--- src/rtl/core/two_link_forward_kinematics_top_macros.svh ---
// ----------------------------------------------------------------------------
// Two-link forward kinematics assertion macros
// Check macros clocked on clock and disabled during reset.
// ----------------------------------------------------------------------------
`ifndef TWO_LINK_FORWARD_KINEMATICS_TOP_MACROS_SVH
`define TWO_LINK_FORWARD_KINEMATICS_TOP_MACROS_SVH

`ifndef NO_ASSERTIONS

`define TLFK_ASSERT(lbl, cond) \
   lbl: assert property (@(posedge clock) disable iff (reset) (cond)) \
      else $error("tlfk check failed");

`define TLFK_ASSERT_IMP(lbl, ante, cons) \
   lbl: assert property (@(posedge clock) disable iff (reset) (ante) |-> (cons)) \
      else $error("tlfk implication failed");

`define TLFK_ASSERT_NEXT(lbl, ante, cons) \
   lbl: assert property (@(posedge clock) disable iff (reset) (ante) |=> (cons)) \
      else $error("tlfk next-cycle check failed");

`else

`define TLFK_ASSERT(lbl, cond)
`define TLFK_ASSERT_IMP(lbl, ante, cons)
`define TLFK_ASSERT_NEXT(lbl, ante, cons)

`endif

`endif

--- src/rtl/core/tlfk_pkg.sv ---
// ----------------------------------------------------------------------------
// tlfk_pkg
// Shared types, constants and arithmetic helpers of the two-link kinematics.
// ----------------------------------------------------------------------------
package tlfk_pkg;

   localparam int ANGLE_BITS   = 16;
   localparam int ANGLE_W      = 16;
   localparam int PHASE_W      = 32;
   localparam int PHASE_SHIFT  = PHASE_W - ANGLE_BITS;

   localparam int CORDIC_STEPS = 24;
   localparam int STEP_W       = $clog2(CORDIC_STEPS);

   localparam int VEC_W   = 34;
   localparam int ANG_W   = 33;
   localparam int RND_W   = VEC_W - 14;
   localparam int TRIG_W  = 17;
   localparam int LEN_W   = 16;
   localparam int PROD_W  = 2 * TRIG_W;
   localparam int SUM_W   = PROD_W + 2;
   localparam int ACC_W   = SUM_W + 1;
   localparam int POS_W   = 18;
   localparam int OUT_RND_W = ACC_W - 15;

   localparam int CSR_IDX_W = 8;
   localparam logic [CSR_IDX_W-1:0] CSR_UPPER_LEN = 8'd0;
   localparam logic [CSR_IDX_W-1:0] CSR_LOWER_LEN = 8'd1;
   localparam logic [LEN_W-1:0]     LENGTH_RESET  = 16'd256;

   localparam int QUEUE_DEPTH = 32;
   localparam int QUEUE_AW    = $clog2(QUEUE_DEPTH);
   localparam logic [QUEUE_AW:0] QUEUE_FULL = (QUEUE_AW + 1)'(QUEUE_DEPTH);

   localparam logic signed [VEC_W-1:0]     CORDIC_GAIN = 34'sd652032874;
   localparam logic signed [RND_W-1:0]     TRIG_HI     = 20'sd32768;
   localparam logic signed [RND_W-1:0]     TRIG_LO     = -20'sd32768;
   localparam logic signed [OUT_RND_W-1:0] X_HI        = 22'sd131070;
   localparam logic signed [OUT_RND_W-1:0] X_LO        = -22'sd131070;
   localparam logic signed [OUT_RND_W-1:0] Y_HI        = 22'sd262140;

   localparam logic signed [ANG_W-1:0] ATAN_TURN [CORDIC_STEPS] = '{
      33'sh20000000, 33'sh12E4051E, 33'sh09FB385B, 33'sh051111D4,
      33'sh028B0D43, 33'sh0145D7E1, 33'sh00A2F61E, 33'sh00517C55,
      33'sh0028BE53, 33'sh00145F2F, 33'sh000A2F98, 33'sh000517CC,
      33'sh00028BE6, 33'sh000145F3, 33'sh0000A2FA, 33'sh0000517D,
      33'sh000028BE, 33'sh0000145F, 33'sh00000A30, 33'sh00000518,
      33'sh0000028C, 33'sh00000146, 33'sh000000A3, 33'sh00000051
   };

   typedef struct packed {
      logic signed [VEC_W-1:0] x;
      logic signed [VEC_W-1:0] y;
      logic signed [ANG_W-1:0] z;
      logic [1:0]              quad;
   } lane_type;

   typedef struct packed {
      logic     valid;
      lane_type hip;
      lane_type foot;
   } cordic_stage_type;

   typedef struct packed {
      logic signed [TRIG_W-1:0] s;
      logic signed [TRIG_W-1:0] c;
   } trig_type;

   typedef struct packed {
      logic signed [POS_W-1:0] x_position;
      logic [POS_W-1:0]        y_position;
   } rsp_item_type;

   typedef struct packed {
      logic         valid;
      rsp_item_type item;
   } rsp_stage_type;

   typedef struct packed {
      logic [QUEUE_AW:0] count;
      logic              full;
   } queue_status_type;

   function automatic lane_type lane_init(input logic [PHASE_W-1:0] phase);
      lane_type r;
      r.x    = CORDIC_GAIN;
      r.y    = '0;
      r.z    = $signed({3'b000, phase[PHASE_W-3:0]});
      r.quad = phase[PHASE_W-1:PHASE_W-2];
      return r;
   endfunction

   function automatic lane_type cordic_step(input lane_type a,
                                            input logic [STEP_W-1:0] idx);
      lane_type r;
      logic signed [VEC_W-1:0] dx;
      logic signed [VEC_W-1:0] dy;
      dx = a.y >>> idx;
      dy = a.x >>> idx;
      r  = a;
      if (!a.z[ANG_W-1]) begin
         r.x = a.x - dx;
         r.y = a.y + dy;
         r.z = a.z - ATAN_TURN[idx];
      end else begin
         r.x = a.x + dx;
         r.y = a.y - dy;
         r.z = a.z + ATAN_TURN[idx];
      end
      return r;
   endfunction

   // round half up to Q1.15, clamp to +/-1.0
   function automatic logic signed [TRIG_W-1:0] to_q15(input logic signed [VEC_W-1:0] v);
      logic signed [VEC_W:0]   t;
      logic signed [RND_W-1:0] r;
      t = $signed({v[VEC_W-1], v}) + (VEC_W + 1)'(16384);
      r = $signed(t[VEC_W:15]);
      if (r > TRIG_HI) begin
         r = TRIG_HI;
      end else if (r < TRIG_LO) begin
         r = TRIG_LO;
      end
      return TRIG_W'(r);
   endfunction

   function automatic trig_type lane_trig(input lane_type a);
      trig_type r;
      logic signed [TRIG_W-1:0] c;
      logic signed [TRIG_W-1:0] s;
      c = to_q15(a.x);
      s = to_q15(a.y);
      case (a.quad)
         2'd0: begin
            r.c = c;
            r.s = s;
         end
         2'd1: begin
            r.c = -s;
            r.s = c;
         end
         2'd2: begin
            r.c = -c;
            r.s = -s;
         end
         default: begin
            r.c = s;
            r.s = -c;
         end
      endcase
      return r;
   endfunction

endpackage

--- src/rtl/core/tlfk_ifs.sv ---


interface tlfk_rsp_if;
   import tlfk_pkg::*;
   logic                    valid;
   logic                    ready;
   logic signed [POS_W-1:0] x_position;
   logic [POS_W-1:0]        y_position;
   modport source (output valid, x_position, y_position, input ready);
   modport sink (input valid, x_position, y_position, output ready);
endinterface


--- src/rtl/core/tlfk_rsp_queue.sv ---
// ----------------------------------------------------------------------------
// tlfk_rsp_queue
// Response queue that absorbs results while the receiver stalls.
// ----------------------------------------------------------------------------
module tlfk_rsp_queue (
   input  logic                         clock,
   input  logic                         reset,
   input  tlfk_pkg::rsp_stage_type      wr,
   tlfk_rsp_if.source                   rsp_bus,
   output tlfk_pkg::queue_status_type   status
);
   import tlfk_pkg::*;

   rsp_item_type        mem_ff [QUEUE_DEPTH];
   rsp_item_type        rd_data_ff;
   logic [QUEUE_AW-1:0] wr_ptr_ff;
   logic [QUEUE_AW-1:0] wr_ptr_in;
   logic [QUEUE_AW-1:0] rd_ptr_ff;
   logic [QUEUE_AW-1:0] rd_ptr_in;
   logic [QUEUE_AW:0]   count_ff;
   logic [QUEUE_AW:0]   count_in;
   logic                take;

   always_comb begin
      take      = rsp_bus.valid && rsp_bus.ready;
      wr_ptr_in = wr.valid ? wr_ptr_ff + 1'b1 : wr_ptr_ff;
      rd_ptr_in = take ? rd_ptr_ff + 1'b1 : rd_ptr_ff;
      count_in  = count_ff;
      if (wr.valid && !take) begin
         count_in = count_ff + 1'b1;
      end else if (!wr.valid && take) begin
         count_in = count_ff - 1'b1;
      end
   end

   always_ff @(posedge clock) begin
      if (reset) begin
         wr_ptr_ff <= '0;
         rd_ptr_ff <= '0;
         count_ff  <= '0;
      end else begin
         wr_ptr_ff <= wr_ptr_in;
         rd_ptr_ff <= rd_ptr_in;
         count_ff  <= count_in;
      end
   end

   // head entry is read ahead; a write into the next head slot bypasses
   always_ff @(posedge clock) begin
      if (wr.valid) begin
         mem_ff[wr_ptr_ff] <= wr.item;
      end
      if (wr.valid && (wr_ptr_ff == rd_ptr_in)) begin
         rd_data_ff <= wr.item;
      end else begin
         rd_data_ff <= mem_ff[rd_ptr_in];
      end
   end

   assign rsp_bus.valid      = (count_ff != '0);
   assign rsp_bus.x_position = rd_data_ff.x_position;
   assign rsp_bus.y_position = rd_data_ff.y_position;
   assign status.count       = count_ff;
   assign status.full        = (count_ff == QUEUE_FULL);

endmodule
--- src/flat_wrapper.sv ---
// flat-port wrapper written by rule: the top's interface ports become plain ports
module tlfk_rsp_queue_flat import tlfk_pkg::*;
  (clock, reset, wr, status, rsp_bus_valid, rsp_bus_x_position, rsp_bus_y_position, rsp_bus_ready);
  tlfk_rsp_if rsp_bus_i ();
  input  logic clock;
  input  logic reset;
  input  tlfk_pkg::rsp_stage_type wr;
  output tlfk_pkg::queue_status_type status;
  output wire logic [$bits(rsp_bus_i.valid)-1:0] rsp_bus_valid;
  output wire logic [$bits(rsp_bus_i.x_position)-1:0] rsp_bus_x_position;
  output wire logic [$bits(rsp_bus_i.y_position)-1:0] rsp_bus_y_position;
  input wire logic [$bits(rsp_bus_i.ready)-1:0] rsp_bus_ready;
  assign rsp_bus_valid = rsp_bus_i.valid;
  assign rsp_bus_x_position = rsp_bus_i.x_position;
  assign rsp_bus_y_position = rsp_bus_i.y_position;
  assign rsp_bus_i.ready = rsp_bus_ready;
  tlfk_rsp_queue u_core (.clock(clock), .reset(reset), .wr(wr), .rsp_bus(rsp_bus_i), .status(status));
endmodule
--- config.mk ---
export PLATFORM = sky130hd
export DESIGN_NAME = tlfk_rsp_queue_flat
export DESIGN_NICKNAME = d
export VERILOG_FILES = /design/src/rtl/core/two_link_forward_kinematics_top_macros.svh /design/src/rtl/core/tlfk_pkg.sv /design/src/rtl/core/tlfk_ifs.sv /design/src/rtl/core/tlfk_rsp_queue.sv /design/src/flat_wrapper.sv
export SDC_FILE = /design/constraint.sdc
export NUM_CORES = 1
export LEC_CHECK = 0
export BUFFER_PORTS_ARGS = -buffer_cell sky130_fd_sc_hd__buf_2
export CORE_MARGIN = 3
export CORE_UTILIZATION = 45
export CTS_CLUSTER_DIAMETER = 100
export DETAILED_ROUTE_END_ITERATION = 8
export PLACE_DENSITY = 0.58
export SLEW_MARGIN = 15
export SYNTH_ARGS = -nofsm -noshare
export SYNTH_HDL_FRONTEND = slang
export SYNTH_SLANG_ARGS = --single-unit
export TNS_END_PERCENT = 50
--- constraint.sdc ---
create_clock -name clock -period 8.5 [get_ports clock]
set_input_delay 0 -clock clock [delete_from_list [all_inputs] [get_ports clock]]
set_output_delay 0 -clock clock [all_outputs]
set_load 0.05 [all_outputs]
==> flow_summary.yaml <==
yosys:
  synthArstFlopShare_pct: 0
  post-synth-top-count-cell: "edfxtp_1"
  netlist.area_leader.share_pct: 76.53
  syn_area_per_cell_um2: 19.92
  netlist_top_cells_area: "edfxtp_1 77%, mux4_2 7.2%, mux2_2 5.4%, a22o_1 1.4%, a211oi_1 1.2%"
  seq_area_frac_synth_pct: 77.46
  yosysUniqueCellTypes: 46
  yosysTopAreaCell: "edfxtp_1"
  synth_seq_cells: 1173
  synth_flop_cell: "edfxtp_1"
  synth_common_cells: "1152 x edfxtp_1, 218 x mux2_2, 144 x mux4_2"
  synth-compound-area-share_pct: 4.659
  synth_cells: 2269
  ys_warn_count: 0
  synth_simple_gate_area_share_pct: 3.361
  synth_adder_area_share_pct: 0.3211
  netlist_area_um2: 45200
  muxShareOfSynthArea_pct: 12.65
  synth-edff-count: 1152
  synth-xor-area-share_pct: 0.2131
  synth_fp_nets: 2320
  synth_top_family_by_area: "multiplexers"
timing:
  slew_viol_final: 0
  setup-violations-final: 0
  rsz0062_at_grt: "false"
  hold_viol_final: 0
  final.min_clock_period_ps: 4607
  fin_ws_ps: 3893
  worst_pin_slew_ps: 1156
  finClkSkew_ps: 24.57
  fmax_mhz: 217.1
  period_share_pct: 54.20
  tns_ps: 0
  slew-limit-headroom_pct: 22.76
global_routing:
  grt_pass1_wl_um: 163300
  antenna_found_initial: 1
  use_met2_pct: 34.31
  met1_usage_pct: 32.30
  busiest_layer: "met2"
  grt_max_degree: 197
  grt_use_met3_pct: 3.610
  grtUsageTotal_pct: 21.92
  overflow: 0
  grt_pass1_vias: 23100
cells_and_area:
  multi_input_area_um2: 9848
  postLayoutCellArea_um2: 51470
  fillers: 7794
  area_growth_pct: 13.87
  fin_nets: 2491
  layout-drive-gt1-share_pct: 27.96
  antenna_cells: 0
  seqCellArea_um2: 35020
placement:
  numPortBuffers: 83
  gp_congestion: 0.7545
  dp_slack_ps: 4439
  hpwlAfterDp_um: 58500
  postPlaceCellArea_um2: 47400
floorplanning:
  fp.dieH_um: 322.9
  die-width_um: 322.9
  row_count: 115
  pin_count: 84
  core_um2: 98990
  die_area_um2: 104300
  start_util_pct: 45.66
job:
  maxCapViolCount: 0
critical_path:
  cpMaxStageDelayCell: "buf_4"
  arrival_ps: 4610
  critPathMaxFanout: 50
  crit_path_start_kind: "register"
  critPathMostFrequentCell: "buf_4"
  worstPathRequired_ps: 8500
  reg2regPathDepth: 4
  path_cells: "buf_4 > buf_4 > mux4_2 > a22o_1 > or4_1 > buf_2"
  critPathMaxStageDelay_ps: 860
  path_class: "reg -> out"
  critPathCaptureType: "output port"
clock_tree:
  cts.sinks: 1173
  cts_tree: "done"
  cts_buffers: 118
  cts.path.max_buffers: 3
  postCtsResizedCells: 0
  cts_root_buf: "clkbuf_16"
  clk_pin_slew_ps: 60
  htree_levels: 3
  clkLatencyLatePin_ps: 680
detailed_routing:
  wl_per_cell_um: 29.83
  drc_errors: 0
  viasPerCell: 6.009
  vias: 22970
  ant_nets: 0
  drt_iter0_drc: 2784
  drtPass1Iterations: 5
  drt-total-wl_um: 114100
min_path:
  hold_path_depth: 4
  hold_class: "in -> reg"
outcome:
  status: "finished clean"
pwr:
  p_leak_uw: 0.01597
  p_per_area_nw_per_um2: 259.1
  peakVddDrop_mv: 0.2629
-- where the power goes --
group / internal (µW) / switching (µW)
registers: 6410 / 67.7
clock network: 2830 / 2100
logic: 656 / 1270
total: 9890 / 3440
-- sequential cells by signal (all words and copies together), names as in the netlist, named ones only --
signal	count
u_core.rd_ptr_ff	5
u_core.wr_ptr_ff	5
u_core.mem_ff	1152
u_core.count_ff	6
-- worst max-delay path: cells and delay by family (launching register included) --
kind                   cells  cell delay, ps
multiplexers               1             610
flip-flops                 1             720
buffers and inverters      3            1640
AND/OR/NAND/NOR            1             570
AO/OA/AOI/OAI              1             240
-- worst paths after layout --
| path | endpoint | slack, ps | start |
|---|---|---|---|
| max | rsp_bus_x_position[16] | 3890 | register |
| min | register | 230 | rsp_bus_ready |
| max reg2reg | u_core.mem_ff[25][20] | 5140 | u_core.wr_ptr_ff[4] |
| min reg2reg | register | 460 | u_core.rd_ptr_ff[4] |
-- routing by layer --
layer | up-vias | routed length [µm]
met5 | - | 13
li1 | 9711 | -
met1 | 12270 | 49900
met3 | 147 | 8010
met2 | 846 | 53680
met4 | 2 | 2455
-- placed cells by master (no fill, tap or decap), types with 9 or more instances in the layout --
master,instances
o22ai_1,72
dfxtp_1,19
buf_4,59
nor2_4,21
o21ai_0,72
mux2_2,218
clkbuf_16,121
a22o_1,72
mux4_2,144
nand2_1,12
dlygate4sd3_1,40
edfxtp_1,1152
or4_1,38
nor3_2,12
nor2b_1,78
a211oi_1,72
ha_1,10
clkbuf_1,29
nor3_1,72
clkinv_2,18
buf_2,83
nor2_1,9
clkinv_1,31
-- per-stage QoR --
step                total power [µW]  hold WS [ps]  util (%)  std cells
floorplan                       7937         71.61         -       2269
global placement                8494         370.8     47.88       3567
detailed placement              8525         363.0     47.88       3567
CTS                            13440         187.1     51.99       3823
global route                   13790         258.0     51.99       3823
finish                         13330         230.9     51.99       3823
-- kinds of logic after synthesis --
| family | Yosys count |
|---|---|
| AOI/OAI and AO/OA | 304 |
| and+or+nand+nor | 268 |
| muxes | 364 |
| buffers and inverters | 138 |
| xor gates and xnor gates | 11 |
| adders and majority gates | 11 |
| DFF | 1173 |
-- cell type report --
type | count | share of cell area, %
Sequential cell | 1173 | 68.05
Multi-Input combinational cell | 958 | 19.14
Clock buffer | 153 | 6.175
Tap cell | 1287 | 3.129
Timing Repair Buffer | 184 | 2.523
Clock inverter | 63 | 0.9554
Inverter | 5 | 0.03647
-- repair_timing --
| item | in CTS | in global routing |
|---|---|---|
| buffers inserted | 0 | 0 |
| hold buffers | 40 | 0 |
| endpoints found under the hold margin | 1173 | 0 |
| endpoints found under the setup margin | 0 | 0 |
Power figures use the tool's default switching activity.
